--- src/hw/rtl/fmtk_pkg.sv ---
// Shared types, codes and a helper function for the fuzzy match top-k block.
package fmtk_pkg;

   localparam int unsigned CH_W    = 8;
   localparam int unsigned IDX_W   = 12;
   localparam int unsigned SCORE_W = 12;
   localparam int unsigned CSR_W   = 64;
   localparam int unsigned LEN_W   = 5;
   localparam int unsigned PAT_W   = 128;

   localparam logic signed [SCORE_W-1:0] SCORE_MAX = 12'sd2047;
   localparam logic signed [SCORE_W-1:0] SCORE_MIN = -12'sd2048;

   localparam logic signed [SCORE_W:0] ADD_MATCH = 13'sd5;
   localparam logic signed [SCORE_W:0] ADD_BONUS = 13'sd7;
   localparam logic signed [SCORE_W:0] ADD_MISS  = -13'sd1;

   typedef enum logic [1:0] {
      MODE_CHAR  = 2'd0,
      MODE_EOL   = 2'd1,
      MODE_FLUSH = 2'd2,
      MODE_NONE  = 2'd3
   } mode_type;

   typedef enum logic [1:0] {
      CSR_PATTERN_LOW  = 2'd0,
      CSR_PATTERN_HIGH = 2'd1,
      CSR_PATTERN_LEN  = 2'd2,
      CSR_UNUSED       = 2'd3
   } csr_index_type;

   typedef struct packed {
      logic [1:0]      mode;
      logic [CH_W-1:0] ch;
   } req_type;

   typedef struct packed {
      logic                      found;
      logic [IDX_W-1:0]          line_index;
      logic signed [SCORE_W-1:0] line_score;
      logic                      last;
   } rsp_type;

   typedef struct packed {
      logic take_char;
      logic end_line;
      logic emit;
   } cmd_type;

   typedef struct packed {
      logic out_free;
      logic last_entry;
   } status_type;

   function automatic logic [CH_W-1:0] fold(input logic [CH_W-1:0] c);
      if (c >= 8'h41 && c <= 8'h5A) begin
         fold = c + 8'h20;
      end else begin
         fold = c;
      end
   endfunction

endpackage

--- src/hw/rtl/fmtk_ctrl.sv ---
// Controller state machine: accepts beats and sequences the flush read-out.
module fmtk_ctrl (
   input  logic                clock,
   input  logic                reset,
   input  logic                req_valid,
   input  logic [1:0]          req_mode,
   output logic                req_stall,
   input  fmtk_pkg::status_type status,
   output fmtk_pkg::cmd_type    cmd
);
   import fmtk_pkg::*;

   typedef enum logic [1:0] {
      ST_IDLE  = 2'b01,
      ST_FLUSH = 2'b10
   } state_type;

   state_type state_ff;
   state_type state_in;
   logic      accept;

   assign req_stall = (state_ff != ST_IDLE);
   assign accept    = req_valid && !req_stall;

   always_comb begin
      cmd.take_char = accept && (req_mode == MODE_CHAR);
      cmd.end_line  = accept && (req_mode == MODE_EOL);
      cmd.emit      = (state_ff == ST_FLUSH) && status.out_free;
   end

   always_comb begin
      state_in = state_ff;
      unique case (state_ff)
         ST_IDLE: begin
            if (accept && (req_mode == MODE_FLUSH)) begin
               state_in = ST_FLUSH;
            end
         end
         ST_FLUSH: begin
            if (status.out_free && status.last_entry) begin
               state_in = ST_IDLE;
            end
         end
         default: begin
            state_in = ST_IDLE;
         end
      endcase
   end

   always_ff @(posedge clock) begin
      if (reset) begin
         state_ff <= ST_IDLE;
      end else begin
         state_ff <= state_in;
      end
   end

endmodule

--- src/hw/rtl/fmtk_dp.sv ---
// Datapath: pattern registers, line scoring, sorted top list and output register.
module fmtk_dp #(
   parameter int unsigned MAX_LINES      = 4096,
   parameter int unsigned MAX_LINE_CHARS = 255,
   parameter int unsigned TOP_COUNT      = 10,
   parameter int unsigned PATTERN_CHARS  = 16
) (
   input  logic                        clock,
   input  logic                        reset,
   input  logic                        csr_write,
   input  logic [1:0]                  csr_index,
   input  logic [fmtk_pkg::CSR_W-1:0]  csr_data,
   input  logic [fmtk_pkg::CH_W-1:0]   req_ch,
   input  fmtk_pkg::cmd_type           cmd,
   output fmtk_pkg::status_type        status,
   output logic                        rsp_valid,
   input  logic                        rsp_stall,
   output fmtk_pkg::rsp_type           rsp_data
);
   import fmtk_pkg::*;

   localparam int unsigned LC_W = $clog2(MAX_LINES + 1);
   localparam int unsigned CS_W = $clog2(MAX_LINE_CHARS + 1);
   localparam int unsigned PP_W = $clog2(PATTERN_CHARS + 1);

   logic [PAT_W-1:0] pattern_ff;
   logic [LEN_W-1:0] pattern_len_ff;

   logic [PP_W-1:0]           pattern_pos_ff;
   logic [CH_W-1:0]           prev_char_ff;
   logic [CS_W-1:0]           chars_seen_ff;
   logic signed [SCORE_W-1:0] score_ff;
   logic [LC_W-1:0]           line_counter_ff;

   logic [TOP_COUNT-1:0]      valid_ff;
   logic [TOP_COUNT-1:0]      valid_in;
   logic [IDX_W-1:0]          index_ff [TOP_COUNT];
   logic [IDX_W-1:0]          index_in [TOP_COUNT];
   logic signed [SCORE_W-1:0] list_score_ff [TOP_COUNT];
   logic signed [SCORE_W-1:0] list_score_in [TOP_COUNT];
   logic [TOP_COUNT-1:0]      better;
   logic [TOP_COUNT-1:0]      valid_up;

   logic      rsp_valid_ff;
   rsp_type   rsp_ff;

   logic [PP_W-1:0]           len_eff;
   logic [3:0]                pos_idx;
   logic [3:0]                prev_idx;
   logic [CH_W-1:0]           pat_cur;
   logic [CH_W-1:0]           pat_prev;
   logic                      char_hit;
   logic                      bonus;
   logic signed [SCORE_W:0]   add;
   logic signed [SCORE_W:0]   sum;
   logic signed [SCORE_W-1:0] sum_sat;
   logic                      do_insert;
   logic [IDX_W-1:0]          new_index;

   // configuration
   always_ff @(posedge clock) begin
      if (reset) begin
         pattern_ff     <= '0;
         pattern_len_ff <= '0;
      end else if (csr_write) begin
         unique case (csr_index_type'(csr_index))
            CSR_PATTERN_LOW:  pattern_ff[CSR_W-1:0]     <= csr_data;
            CSR_PATTERN_HIGH: pattern_ff[PAT_W-1:CSR_W] <= csr_data;
            CSR_PATTERN_LEN:  pattern_len_ff            <= csr_data[LEN_W-1:0];
            default: begin
            end
         endcase
      end
   end

   // scoring
   assign len_eff  = (pattern_len_ff > LEN_W'(PATTERN_CHARS)) ? PP_W'(PATTERN_CHARS)
                                                              : PP_W'(pattern_len_ff);
   assign pos_idx  = 4'(pattern_pos_ff);
   assign prev_idx = 4'(pattern_pos_ff - PP_W'(1));
   assign pat_cur  = pattern_ff[{pos_idx, 3'b000} +: CH_W];
   assign pat_prev = pattern_ff[{prev_idx, 3'b000} +: CH_W];
   assign char_hit = fold(req_ch) == fold(pat_cur);
   assign bonus    = (chars_seen_ff != '0) && (pattern_pos_ff != '0) &&
                     (fold(prev_char_ff) == fold(pat_prev));
   assign add      = char_hit ? (bonus ? ADD_BONUS : ADD_MATCH) : ADD_MISS;
   assign sum      = {score_ff[SCORE_W-1], score_ff} + add;

   always_comb begin
      if (sum[SCORE_W] != sum[SCORE_W-1]) begin
         sum_sat = sum[SCORE_W] ? SCORE_MIN : SCORE_MAX;
      end else begin
         sum_sat = sum[SCORE_W-1:0];
      end
   end

   always_ff @(posedge clock) begin
      if (reset) begin
         pattern_pos_ff  <= '0;
         prev_char_ff    <= '0;
         chars_seen_ff   <= '0;
         score_ff        <= '0;
         line_counter_ff <= '0;
      end else if (cmd.end_line) begin
         pattern_pos_ff <= '0;
         prev_char_ff   <= '0;
         chars_seen_ff  <= '0;
         score_ff       <= '0;
         if (line_counter_ff < LC_W'(MAX_LINES)) begin
            line_counter_ff <= line_counter_ff + LC_W'(1);
         end
      end else if (cmd.take_char && (chars_seen_ff < CS_W'(MAX_LINE_CHARS))) begin
         if (pattern_pos_ff < len_eff) begin
            score_ff <= sum_sat;
            if (char_hit) begin
               pattern_pos_ff <= pattern_pos_ff + PP_W'(1);
            end
         end
         prev_char_ff  <= req_ch;
         chars_seen_ff <= chars_seen_ff + CS_W'(1);
      end
   end

   // sorted list: insert by shift chain, read out by shifting towards the head
   assign do_insert = cmd.end_line && (line_counter_ff < LC_W'(MAX_LINES)) &&
                      (pattern_pos_ff >= len_eff);
   assign new_index = IDX_W'(line_counter_ff);
   assign valid_up  = valid_ff >> 1;

   always_comb begin
      for (int k = 0; k < TOP_COUNT; k++) begin
         better[k] = !valid_ff[k] || (list_score_ff[k] < score_ff);
      end
   end

   always_comb begin
      valid_in      = valid_ff;
      index_in      = index_ff;
      list_score_in = list_score_ff;
      priority if (cmd.emit) begin
         valid_in = valid_up;
         for (int k = 0; k < TOP_COUNT - 1; k++) begin
            index_in[k]      = index_ff[k+1];
            list_score_in[k] = list_score_ff[k+1];
         end
      end else if (do_insert) begin
         if (better[0]) begin
            valid_in[0]      = 1'b1;
            index_in[0]      = new_index;
            list_score_in[0] = score_ff;
         end
         for (int k = 1; k < TOP_COUNT; k++) begin
            if (better[k-1]) begin
               valid_in[k]      = valid_ff[k-1];
               index_in[k]      = index_ff[k-1];
               list_score_in[k] = list_score_ff[k-1];
            end else if (better[k]) begin
               valid_in[k]      = 1'b1;
               index_in[k]      = new_index;
               list_score_in[k] = score_ff;
            end
         end
      end else begin
      end
   end

   always_ff @(posedge clock) begin
      if (reset) begin
         valid_ff <= '0;
      end else begin
         valid_ff <= valid_in;
      end
   end

   always_ff @(posedge clock) begin
      index_ff      <= index_in;
      list_score_ff <= list_score_in;
   end

   // output register
   assign status.out_free   = !rsp_valid_ff || !rsp_stall;
   assign status.last_entry = !valid_ff[0] || !valid_up[0];

   always_ff @(posedge clock) begin
      if (reset) begin
         rsp_valid_ff <= 1'b0;
      end else if (cmd.emit) begin
         rsp_valid_ff <= 1'b1;
      end else if (!rsp_stall) begin
         rsp_valid_ff <= 1'b0;
      end
   end

   always_ff @(posedge clock) begin
      if (cmd.emit) begin
         rsp_ff.found      <= valid_ff[0];
         rsp_ff.line_index <= valid_ff[0] ? index_ff[0] : '0;
         rsp_ff.line_score <= valid_ff[0] ? list_score_ff[0] : '0;
         rsp_ff.last       <= status.last_entry;
      end
   end

   assign rsp_valid = rsp_valid_ff;
   assign rsp_data  = rsp_ff;

endmodule

--- src/hw/rtl/fuzzy_match_top_k_top.sv ---
// Top level of the fuzzy subsequence matcher with a sorted top-k line list.
// Throughput: one character or end-of-line beat per cycle while no flush stalls req_;
// scoring and the list insert each finish in the cycle the beat is taken.
// A flush, once accepted, emits one result per cycle from the output register while
// rsp_stall allows (one per kept line, at least one result) and stalls req_ until done.
// Reset (synchronous, active high) clears pattern registers, line state and list.
module fuzzy_match_top_k_top #(
   parameter int unsigned MAX_LINES      = 4096,
   parameter int unsigned MAX_LINE_CHARS = 255,
   parameter int unsigned TOP_COUNT      = 10,
   parameter int unsigned PATTERN_CHARS  = 16
) (
   input  logic                       clock,
   input  logic                       reset,
   input  logic                       req_valid,
   output logic                       req_stall,
   input  fmtk_pkg::req_type          req_data,
   output logic                       rsp_valid,
   input  logic                       rsp_stall,
   output fmtk_pkg::rsp_type          rsp_data,
   input  logic                       csr_valid,
   output logic                       csr_ready,
   input  logic [1:0]                 csr_index,
   input  logic [fmtk_pkg::CSR_W-1:0] csr_data
);
   import fmtk_pkg::*;

   cmd_type    cmd;
   status_type status;

   assign csr_ready = 1'b1;

   fmtk_ctrl u_ctrl (
      .clock     (clock),
      .reset     (reset),
      .req_valid (req_valid),
      .req_mode  (req_data.mode),
      .req_stall (req_stall),
      .status    (status),
      .cmd       (cmd)
   );

   fmtk_dp #(
      .MAX_LINES      (MAX_LINES),
      .MAX_LINE_CHARS (MAX_LINE_CHARS),
      .TOP_COUNT      (TOP_COUNT),
      .PATTERN_CHARS  (PATTERN_CHARS)
   ) u_dp (
      .clock     (clock),
      .reset     (reset),
      .csr_write (csr_valid && csr_ready),
      .csr_index (csr_index),
      .csr_data  (csr_data),
      .req_ch    (req_data.ch),
      .cmd       (cmd),
      .status    (status),
      .rsp_valid (rsp_valid),
      .rsp_stall (rsp_stall),
      .rsp_data  (rsp_data)
   );

   a_empty_is_last: assert property (@(posedge clock) disable iff (reset)
      rsp_valid && !rsp_data.found |-> rsp_data.last)
      else $error("empty flush beat without last");

   a_flush_stalls: assert property (@(posedge clock) disable iff (reset)
      req_valid && !req_stall && (req_data.mode == MODE_FLUSH) |=> req_stall)
      else $error("flush accepted but input not held off");

   a_emit_in_flush: assert property (@(posedge clock) disable iff (reset)
      cmd.emit |-> req_stall && !cmd.end_line && !cmd.take_char)
      else $error("result emitted outside flush");

endmodule
--- config.mk ---
export PLATFORM = sky130hd
export DESIGN_NAME = fuzzy_match_top_k_top
export DESIGN_NICKNAME = d
export VERILOG_FILES = /design/src/hw/rtl/fmtk_pkg.sv /design/src/hw/rtl/fmtk_ctrl.sv /design/src/hw/rtl/fmtk_dp.sv /design/src/hw/rtl/fuzzy_match_top_k_top.sv
export SDC_FILE = /design/constraint.sdc
export NUM_CORES = 1
export LEC_CHECK = 0
export CORE_ASPECT_RATIO = 1.4
export CORE_MARGIN = 5
export CORE_UTILIZATION = 50
export CTS_BUF_LIST = sky130_fd_sc_hd__clkbuf_16
export CTS_CLUSTER_DIAMETER = 60
export DETAILED_ROUTE_END_ITERATION = 8
export DONT_BUFFER_PORTS = 1
export MAX_ROUTING_LAYER = met4
export PLACE_DENSITY_LB_ADDON = 0.1
export SYNTH_ARGS = -nofsm -noshare
export SYNTH_HDL_FRONTEND = slang
export SYNTH_SLANG_ARGS = --single-unit
--- constraint.sdc ---
create_clock -name clock -period 17.2 [get_ports clock]
set_clock_uncertainty 0.05 [all_clocks]
set_input_delay 4.3 -clock clock [delete_from_list [all_inputs] [get_ports clock]]
set_output_delay 4.3 -clock clock [all_outputs]
set_load 0.03 [all_outputs]
Word-level counts from Yosys, hierarchy flattened
Index checks and enable logic that the tools add are counted.
W data, S select, Z words.
- magnitude comparators: 23
- reductions and logical operators: 75
- shift-type cells: 2
- $add $sub $neg: 9
- bitwise operators: 1
- mux-type cells: 77
- equal/unequal tests: 13
- operators by type and width (kind ; number):
    $mux W12 ; 40
    $shiftx A128 B8 Y8 ; 2
    $mux W120 ; 2
    $mux W108 ; 2
    $lt A12 B12 Y1 ; 10
    $add A8 B6 Y8 const B ; 4
    $ge A8 B7 Y1 const B ; 4
    $le A8 B7 Y1 const B ; 4
    $mux W8 ; 4
    $reduce_and A2 Y1 ; 16
    $reduce_bool A3 Y1 ; 8
    $mux W1 ; 21
    $mux W9 ; 2
    $eq A8 B8 Y1 ; 2
    $logic_and A1 B1 Y1 ; 15
    $add A13 B1 Y13 const B ; 1
    $add A13 B13 Y13 ; 1
    $logic_not A1 Y1 ; 13
    $lt A13 B13 Y1 const B ; 1
    $mux W13 ; 1
    $logic_or A1 B1 Y1 ; 12
    $add A8 B1 Y8 const B ; 1
    $lt A8 B8 Y1 const B ; 1
    $reduce_bool A8 Y1 ; 1
    19 further kinds ; 32
- flip-flop bits (word level): 458
- logic and storage cells: 244

Longest topological paths before layout
Gate-level depths: netlist (run 1).
- word-level depth: 12
- gate-level depth with buffers: 26
- mapped depth without buffers: 23

By module
A second synthesis (run 1) with hierarchy kept.
- cell total of the unflattened synthesis: 2560
- area total of the unflattened synthesis: 25718.4 sq um
- modules (own cells, without submodules) (module ; area each (sq um) ; cells each ; sequential area each (sq um) ; times used):
    fmtk_dp ; 25593.3 ; 2545 ; 11791.3 ; 1
    fmtk_ctrl ; 113.9 ; 13 ; 40.0 ; 1
    fuzzy_match_top_k_top ; 11.3 ; 2 ; 0.0 ; 1

Worst setup path before layout (run 1)
OpenSTA, ideal clock, no wires.
- kind: input -> register
- start point: input req_data[4] in the netlist's numbering
- end point: register u_dp.score_ff[2]
- arrival: 8.282 ns
- slack: 8.735 ns
- path buffers: 1
- library setup time: 0.132 ns
- stages: 21
- path through: buf_2 -> nor2_1 -> a21oi_1 -> nand2_1 -> o31ai_1 -> nor2_1 -> nand4b_1 -> nor4_4 -> nand2_2 -> a41o_1 -> ha_1 -> a211oi_1 -> o21bai_1 -> a21oi_1 -> nor2b_1 -> o221ai_1 -> o21bai_1 -> xnor2_1 -> o21ai_0 -> o21ai_0 -> a21oi_1
- word-level cells in the longest chain between the ends: 8
- elaborated cells between the ends (all ways): 11
- those cells by class: 2 x add/sub; 2 x order compare; 2 x eq/ne; 4 x mux; 1 x reduce/logical
- RTL lines (what ; RTL line ; text):
    start: declaration ; fuzzy_match_top_k_top.sv:17 ; input fmtk_pkg::req_type req_data,
    $ge A8 B7 Y1 / $le A8 B7 Y1 (equally long branches) ; fmtk_pkg.sv:56 ; if (c >= 8'h41 && c <= 8'h5A) begin
    $logic_and A1 B1 Y1 ; fmtk_pkg.sv:56 ;
    $mux W8 * ; fmtk_pkg.sv:56 ;
    $eq A8 B8 Y1 * ; fmtk_dp.sv:83 ; assign char_hit = fold(req_ch) == fold(pat_cur);
    $mux W13 * ; fmtk_dp.sv:86 ; assign add = char_hit ? (bonus ? ADD_BONUS : ADD_MATCH) : ADD_MISS;
    $add A13 B13 Y13 * ; fmtk_dp.sv:87 ; assign sum = {score_ff[SCORE_W-1], score_ff} + add;
    $mux W12 / $ne A1 B1 Y1 (equally long branches) ; fmtk_dp.sv:91, fmtk_dp.sv:90 ;
    $mux W12 * ; fmtk_dp.sv:90 ; if (sum[SCORE_W] != sum[SCORE_W-1]) begin
    end signal: assignment ; fmtk_dp.sv:114 ; score_ff <= sum_sat;
    end: declaration ; fmtk_dp.sv:32 ; logic signed [SCORE_W-1:0] score_ff;
Mark *: on every way between the ends. The rest lies on a longest branch, timed or not.
A chain may end at the register's enable or synchronous reset.

Worst setup path in the final report (run 1)
- start point: input req_data[1] in the netlist's numbering
- end point: register u_dp.score_ff[2]
Same word-level chain as after synthesis.

==> summary.txt, run 1 <==
Outcome
  – Outcome: complete, no violations

Worst hold path
  – WHS Path Cells: 2
  – Hold Crit Class: register to register

Routing
  – ANT nets after route: 0
  – Via count: 19300
  – Drt first pass iters: 5
  – Drt drc: 0
  – First DRT Iteration DRCs: 1372
  – Drt total wl: 70.6 mm
  – Post-DR vias/cell: 6.00
  – Avg WL per Cell: 22.0 microns

Power and ir drop
  – Switching Power: 0.582 mW
  – Power density cells: 87.1 nW/um^2
  – Clock power frac: 42.0%
  – Gate power share: 7.5%
  – Sw Ratio: 24.1%
  – Peak VDD IR: 0.0825 mV
  – Int Power: 1.83 mW
  – Sequential share of power: 50.5%
  – Leakage: 10.0 nW

Yosys
  – Ys flop type: edfxtp_1
  – Post-synthesis xor/xnor area fraction: 1.64%
  – Synth top area cells: edfxtp_1 31%, dfxtp_1 15%, mux2i_1 8.7%
  – Warnings from Yosys: 0
  – Sequential share of the synthesized area: 46.0%
  – Seq cells post-synth: 458
  – Mux share of post-synthesis cell area: 14.0%
  – EDFF count, synth: 266
  – Synth unique cells: 77
  – Largest family of logic cells by synthesized area: compound AO/OA/AOI/OAI gates
  – Post-Syn Instances: 2615
  – Syn Nets: 2832
  – Synth Area in Simple Gates: 13.8%
  – Synthesized area per cell: 9.84 sq um
  – Synth Cell Area: 25700 sq um
  – Top cell type's share of synthesized area: 31.0%
  – Post-synthesis compound-gate area fraction: 14.2%
  – Post-Synth Adder-Cell Area: 6.91%
  – Asr flop ratio synth: 0%
  – Synth area leader: edfxtp_1

Critical path
  – Crit path DAT: 8.97 ns
  – Reg2Reg Depth: 24
  – Crit path depth: 20
  – CP peak stage delay: 0.63 ns
  – Required time worst endpoint: 17.63 ns
  – Crit path max-delay family: compound AO/OA/AOI/OAI gates
  – Crit path kind: input pin to register
  – Cell breakdown of the critical path: a21o_1 > nand3_1 > nand2_1 > o31ai_1 > nor2_1 > nand4b_1 > nor4_4 > nand2_2 > a41o_1 > ha_1 > a211oi_1 > o21bai_1 > a21oi_1 > nor2b_1 > o221ai_1 > o21bai_1 > xnor2_1 > o21ai_0 > o21ai_0 > a21oi_1
  – Crit end category: register
  – Crit path max-delay cell type: xnor2_1
  – Critical Path Start Type: input pin
  – CP max FO: 13
  – CP Buf/Inv Count: 0

Final layout
  – Most frequent cells in the layout: 547 x nand2_1, 266 x edfxtp_1, 256 x o21ai_0
  – Nets: 2744
  – Layout cell share with drive strength beyond 1: 7.37%
  – Layout area overhead: 7.58%
  – Filler cells: 4526
  – Register area: 11800 sq um
  – Most common cell after layout, fill and taps aside: nand2_1
  – Multi-input logic area: 13100 sq um
  – Final cell utilization of the core: 54.3%

Die
  – Row count: 98
  – Die area: 56200 sq um
  – Chip height: 278 microns
  – Die width: 202 microns
  – Initial Util: 50.5%
  – Core area: 51000 sq um
  – I/O pins: 110

Clock network
  – CTS tree: yes
  – Worst-Skew Late Latency: 0.60 ns
  – Clk sinks: 458
  – Root Buffer: clkbuf_16
  – Setup bufs post-CTS: 0
  – Hold-fix buffers, CTS: 0
  – H-tree Lvls: 2
  – Post_cts resized: 0
  – Clock Pin Slew Worst Setup and Hold Paths: 0.06 ns
  – TritonCTS buffer count: 47
  – Clock buffer depth: 3

GRT
  – Global-route wire length before repair: 110 mm
  – Global Route Usage Sum: 25.1%
  – Grt ovf: 0
  – Largest net degree at the start of global routing: 212
  – Vias in the first global route: 19000
  – Initial antenna violation count: 2

STA
  – Hold Vio Cnt, Final: 0
  – Setup Total Neg Slack: 0 ns
  – RSZ-0062 raised after global routing: false
  – Max-slew violation count: 0
  – Fin crit period: 8.54 ns
  – Setup Viol. Count Final: 0
  – Final period utilization: 49.7%
  – Max-slew headroom: 21.7%
  – Slew @ Worst Pin: 1.17 ns
  – FMAX: 0.117 GHz

Job
  – Number of max-cap violations: 0

Placement
  – Port bufs: 0
  – Placer congestion estimate: 0.951
  – Dpl hpwl: 50.5 mm
-- power by group through the flow --
stage | clock (mW) | sequential [mW] | combinational (mW)
after detailed placement | 0 | 1.24 | 0.181
after CTS | 1.04 | 1.22 | 0.181
after global placement | 0 | 1.24 | 0.174
after global routing | 1.08 | 1.22 | 0.201
final | 1.01 | 1.22 | 0.180
after floorplan | 0 | 1.23 | 0.141
-- registers in the layout, indices dropped and copies added, names as in the netlist --
register              count
u_dp.pattern_pos_ff       5
u_dp.pattern_len_ff       5
u_dp.list_score_ff      120
u_dp.valid_ff            10
u_ctrl.state_ff           2
u_dp.rsp_data            26
u_dp.index_ff           120
u_dp.rsp_valid            1
u_dp.chars_seen_ff        8
u_dp.line_counter_ff     13
u_dp.pattern_ff         128
u_dp.prev_char_ff         8
u_dp.score_ff            12
-- synthesized netlist by cell type (9+ instances only) --
master and instances:
a211oi_1 19, a21o_1 36, a21oi_1 212, a22o_1 13
a22oi_1 14, a31oi_1 12, and2_1 29, buf_2 19
clkbuf_1 138, dfxtp_1 192, edfxtp_1 266, ha_1 135
inv_1 37, mux2_2 15, mux2i_1 223, mux4_1 13
mux4_2 38, nand2_1 547, nand2b_1 28, nand3_1 22
nand4_1 9, nor2_1 113, nor2b_1 15, nor3_1 17
o211ai_1 9, o21a_1 16, o21ai_0 260, xnor2_1 20
xor2_1 25
-- worst register-to-register path: cells and delay by family (launching register included) --
family / cells / cell delay (ns)
AND/OR/NAND/NOR: 4 / 0.73
buffers and inverters: 4 / 1.45
multiplexers: 3 / 1.48
flip-flops: 1 / 0.31
XOR/XNOR: 1 / 0.63
adder cells (fa/ha/maj): 2 / 1.12
AO/OA/AOI/OAI: 10 / 2.01
-- logic make-up after synthesis --
family          after synthesis
mux                         289
flops                       458
fa+ha+maj                   143
xor+xnor                     46
compound gates              635
buf+inv                     213
simple gates                830
other cells                   1
-- final cells by class --
class / instances / share of cell area, %
Timing Repair Buffer: 36 / 1.02
Inverter: 40 / 0.569
Clock buffer: 48 / 4.34
Multi-Input combinational cell: 1944 / 47.3
Tap cell: 650 / 2.94
Antenna cell: 3 / 0.0271
Clock inverter: 38 / 1.11
Sequential cell: 458 / 42.7
-- path summary, 6_finish.rpt --
check,startpoint,endpoint,slack (ns)
setup / recovery,req_data[1],u_dp.score_ff[2]$_SDFFE_PP0P_,8.66
hold / removal,u_dp.pattern_ff[27]$_SDFFE_PP0P_,u_dp.pattern_ff[27]$_SDFFE_PP0P_,0.41
setup reg to reg,u_dp.pattern_pos_ff[0]$_SDFFE_PP0P_,u_dp.score_ff[2]$_SDFFE_PP0P_,9.32
hold reg to reg,u_dp.pattern_ff[27]$_SDFFE_PP0P_,u_dp.pattern_ff[27]$_SDFFE_PP0P_,0.41
-- routing by layer --
layer	vias to the layer above	track usage (%)	share of wire [%]
met5	-	-	0
met4	0	15.5	7.2
met3	218	3.88	4.8
li1	9256	-	-
met1	9282	27.7	38
met2	555	42.7	50
-- metrics by stage --
stage	power [mW]	hold slack [ns]	worst slack, ns	instances	cell area (sq um)
global route	2.50	0.440	8.19	3217	27700
detailed placement	1.42	0.403	8.02	3128	26200
finish	2.41	0.414	8.66	3217	27700
CTS	2.44	0.412	8.69	3214	27700
floorplan	1.37	0.356	8.74	2615	25700
global placement	1.41	0.394	8.20	3128	26200
Power figures use the tool's default switching activity.
==> inputs of run 2 (changes only) <==
--- a/config.mk
+++ b/config.mk
@@ -5,6 +5,7 @@
 export SDC_FILE = /design/constraint.sdc
 export NUM_CORES = 1
 export LEC_CHECK = 0
+export ABC_AREA = 1
 export CORE_ASPECT_RATIO = 1.4
 export CORE_MARGIN = 5
 export CORE_UTILIZATION = 50
==> constraint.sdc (replaced) <==
create_clock -name clock -period 7.6 [get_ports clock]
set_clock_uncertainty 0.05 [all_clocks]
set_input_delay 1.9 -clock clock [delete_from_list [all_inputs] [get_ports clock]]
set_output_delay 1.9 -clock clock [all_outputs]
set_load 0.03 [all_outputs]
==> summary.txt, run 2 <==
Yosys
  – Synth Cell Area: 25900 sq um (+0.56%)
  – Synth unique cells: 46 (-40%)
  – Asr flop ratio synth: 0% (unchanged)
  – EDFF count, synth: 266 (unchanged)
  – Ys flop type: edfxtp_1
  – Synthesized area per cell: 7.78 sq um (-21%)
  – Seq cells post-synth: 458 (unchanged)
  – Most frequent cells after synthesis: 679 x o21ai_0, 632 x nand2_1, 329 x nor2_1
  – Synth area leader: edfxtp_1
  – Post-Syn Instances: 3327 (+27%)
  – Syn Nets: 3544 (+25%)
  – Warnings from Yosys: 0 (unchanged)
  – Synth top area cells: edfxtp_1 31%, dfxtp_1 15%, o21ai_0 13%
  – Most frequent cell after synthesis: o21ai_0
  – Sequential share of the synthesized area: 45.7% (-0.26 points)
  – Top cell type's share of synthesized area: 30.9% (-0.17 points)

Final layout
  – Most frequent cells in the layout: 679 x o21ai_0, 632 x nand2_1, 328 x nor2_1
  – Top reg by flops: u_dp.pattern_ff
  – Final cell utilization of the core: 53.9% (-0.33 points)
  – Layout cell share with drive strength beyond 1: 3.92% (-3.5 points)
  – Most common cell after layout, fill and taps aside: o21ai_0
  – Layout area overhead: 6.58%
  – Max reg flops: 128 (unchanged)
  – Top Registers: u_dp.pattern_ff (128), u_dp.index_ff (120), u_dp.list_score_ff (120)
  – Nets: 3419 (+25%)

GRT
  – Met1 Track Usage GR: 31.6% (+3.9 points)
  – Busiest metal layer after global routing: met2
  – Global-route wire length before repair: 120 mm (+8.9%)
  – Global Route Usage Sum: 27.0% (+1.8 points)
  – Initial antenna violation count: 1 (-1)
  – Grt ovf: 0 (unchanged)
  – Vias in the first global route: 21500 (+13%)
  – Largest net degree at the start of global routing: 110 (-48%)
  – Met2 usage: 46.9% (+4.2 points)
  – Met3 Use GR: 3.79% (-0.094 points)

STA
  – Slew @ Worst Pin: 1.15 ns (-0.0252 ns)
  – Hold Vio Cnt, Final: 0 (unchanged)
  – Max-slew headroom: 23.5% (+1.8 points)
  – FMAX: 0.169 GHz
  – Max-slew violation count: 0 (unchanged)
  – Setup Viol. Count Final: 0 (unchanged)
  – Final period utilization: 78.1%
  – Setup Total Neg Slack: 0 ns (unchanged)
  – Fin crit period: 5.93 ns
  – Worst hold slack: 0.402 ns (-0.0126 ns)
  – RSZ-0062 raised after global routing: false

Die
  – Row count: 98 (unchanged)
  – Chip height: 279 microns (+0.27%)
  – Initial Util: 50.6% (+0.16 points)
  – I/O pins: 110 (unchanged)
  – Die area: 56500 sq um (+0.54%)
  – Core area: 51100 sq um (+0.24%)
  – Die width: 202 microns (+0.27%)

Routing
  – Via count: 22500 (+17%)
  – Drt drc: 0 (unchanged)
  – Drt total wl: 76.6 mm (+8.4%)
  – ANT nets after route: 0 (unchanged)
  – Drt first pass iters: 6 (+1)
  – First DRT Iteration DRCs: 1924 (+40%)
  – Avg WL per Cell: 19.7 microns (-10%)
  – Post-DR vias/cell: 5.79 (-3.6%)

Clock network
  – Clk sinks: 458 (unchanged)
  – Clock buffer depth: 3 (unchanged)
  – Setup bufs post-CTS: 0 (unchanged)
  – TritonCTS buffer count: 47 (unchanged)
  – Clock Pin Slew Worst Setup and Hold Paths: 0.06 ns (about the same)
  – H-tree Lvls: 2 (unchanged)
  – Post_cts resized: 0 (unchanged)
  – Hold-fix buffers, CTS: 0 (unchanged)
  – CTS tree: yes
  – Root Buffer: clkbuf_16
  – Worst-Skew Late Latency: 0.61 ns (about the same)

Critical path
  – Crit path DAT: 6.33 ns (-2.64 ns)
  – CP max FO: 109 (+96)
  – Required time worst endpoint: 7.99 ns (-9.64 ns)
  – Critical Path Start Type: register
  – Crit end category: register
  – CP peak stage delay: 0.85 ns (+0.22 ns)
  – CP Buf/Inv Count: 3 (+3)
  – Crit path max-delay cell type: buf_4
  – Crit path kind: register to register
  – Crit path max-delay family: simple AND/OR/NAND/NOR gates
  – Crit path top cell by count: nand2_1

Job
  – Number of max-cap violations: 0 (unchanged)

Placement
  – Dpl hpwl: 53.5 mm (+5.9%)
  – Placer congestion estimate: 0.908 (-4.5%)
  – Port bufs: 0 (unchanged)

Worst hold path
  – Hold Crit Class: register to register

Power and ir drop
  – Tot Pwr: 5.66 mW (+130%)
  – Power density cells: 205 nW/um^2 (+140%)
  – Leakage: 10.6 nW (+5.5%)
  – Peak VDD IR: 0.186 mV (+130%)

Outcome
  – Outcome: complete, no violations
[run 2: power by group]
| group | switching (mW) | leakage, nW | total [mW] | internal [mW] |
|---|---|---|---|---|
| clock | 1.02 | 0.798 | 2.33 | 1.30 |
| combinational | 0.378 | 5.74 | 0.544 | 0.166 |
| sequential | 0.0664 | 4.06 | 2.79 | 2.72 |
| total | 1.47 | 10.6 | 5.66 | 4.19 |
[run 2: stage by stage]
| stage | cell area [sq um] | worst slack [ns] | cells |
|---|---|---|---|
| floorplan | 25900 | 2.60 | 3327 |
| global placement | 26100 | 1.85 | 3803 |
| detailed placement | 26100 | 1.73 | 3803 |
| CTS | 27600 | 1.69 | 3890 |
| global route | 27600 | 1.09 | 3892 |
| finish | 27600 | 1.67 | 3895 |
[run 2: layout make-up]
type / instances / area [sq um]
clock inverters: 40 / 335
repair buffers: 25 / 188
diodes: 5 / 12.5
well taps: 650 / 813
multi-input cells: 2354 / 12000
inverters: 316 / 1190
clock buffers: 47 / 1180
fillers: 4818 / 23500
flip-flops and latches: 458 / 11800
[run 2: cells by family after synthesis]
group                    synth area share [%]
AND/OR/NAND/NOR                          18.3
AO/OA/AOI/OAI                            20.6
buffers and inverters                    7.95
flip-flops                               45.7
adder cells (fa/ha/maj)                  6.60
XOR/XNOR                                0.870
other                                  0.0145
[run 2: worst reg2reg max path, delay by kind of cell (launching register included)]
family / cells / cell delay (ns)
compound gates: 6 / 0.99
fa+ha+maj: 1 / 0.26
simple gates: 19 / 2.69
buf+inv: 3 / 1.02
flops: 1 / 0.76
[run 2: path summary, 6_finish.rpt]
kind                                                           from                                  end  slack, ns  depth (start not counted)
worst min register to register  u_dp.pattern_len_ff[3]$_SDFFE_PP0P_  u_dp.pattern_len_ff[3]$_SDFFE_PP0P_       0.40                          2
worst min-delay path            u_dp.pattern_len_ff[3]$_SDFFE_PP0P_  u_dp.pattern_len_ff[3]$_SDFFE_PP0P_       0.40                          2
worst max-delay path            u_dp.pattern_pos_ff[0]$_SDFFE_PP0P_        u_dp.score_ff[6]$_SDFFE_PP0P_       1.67                         29
worst max register to register  u_dp.pattern_pos_ff[0]$_SDFFE_PP0P_        u_dp.score_ff[6]$_SDFFE_PP0P_       1.67                         29
[run 2: per-layer routing]
| layer | wire, microns | vias up |
|---|---|---|
| li1 | - | 11000 |
| met1 | 30500 | 10600 |
| met2 | 38800 | 769 |
| met3 | 4180 | 152 |
| met4 | 3120 | 0 |
| met5 | 0 | - |
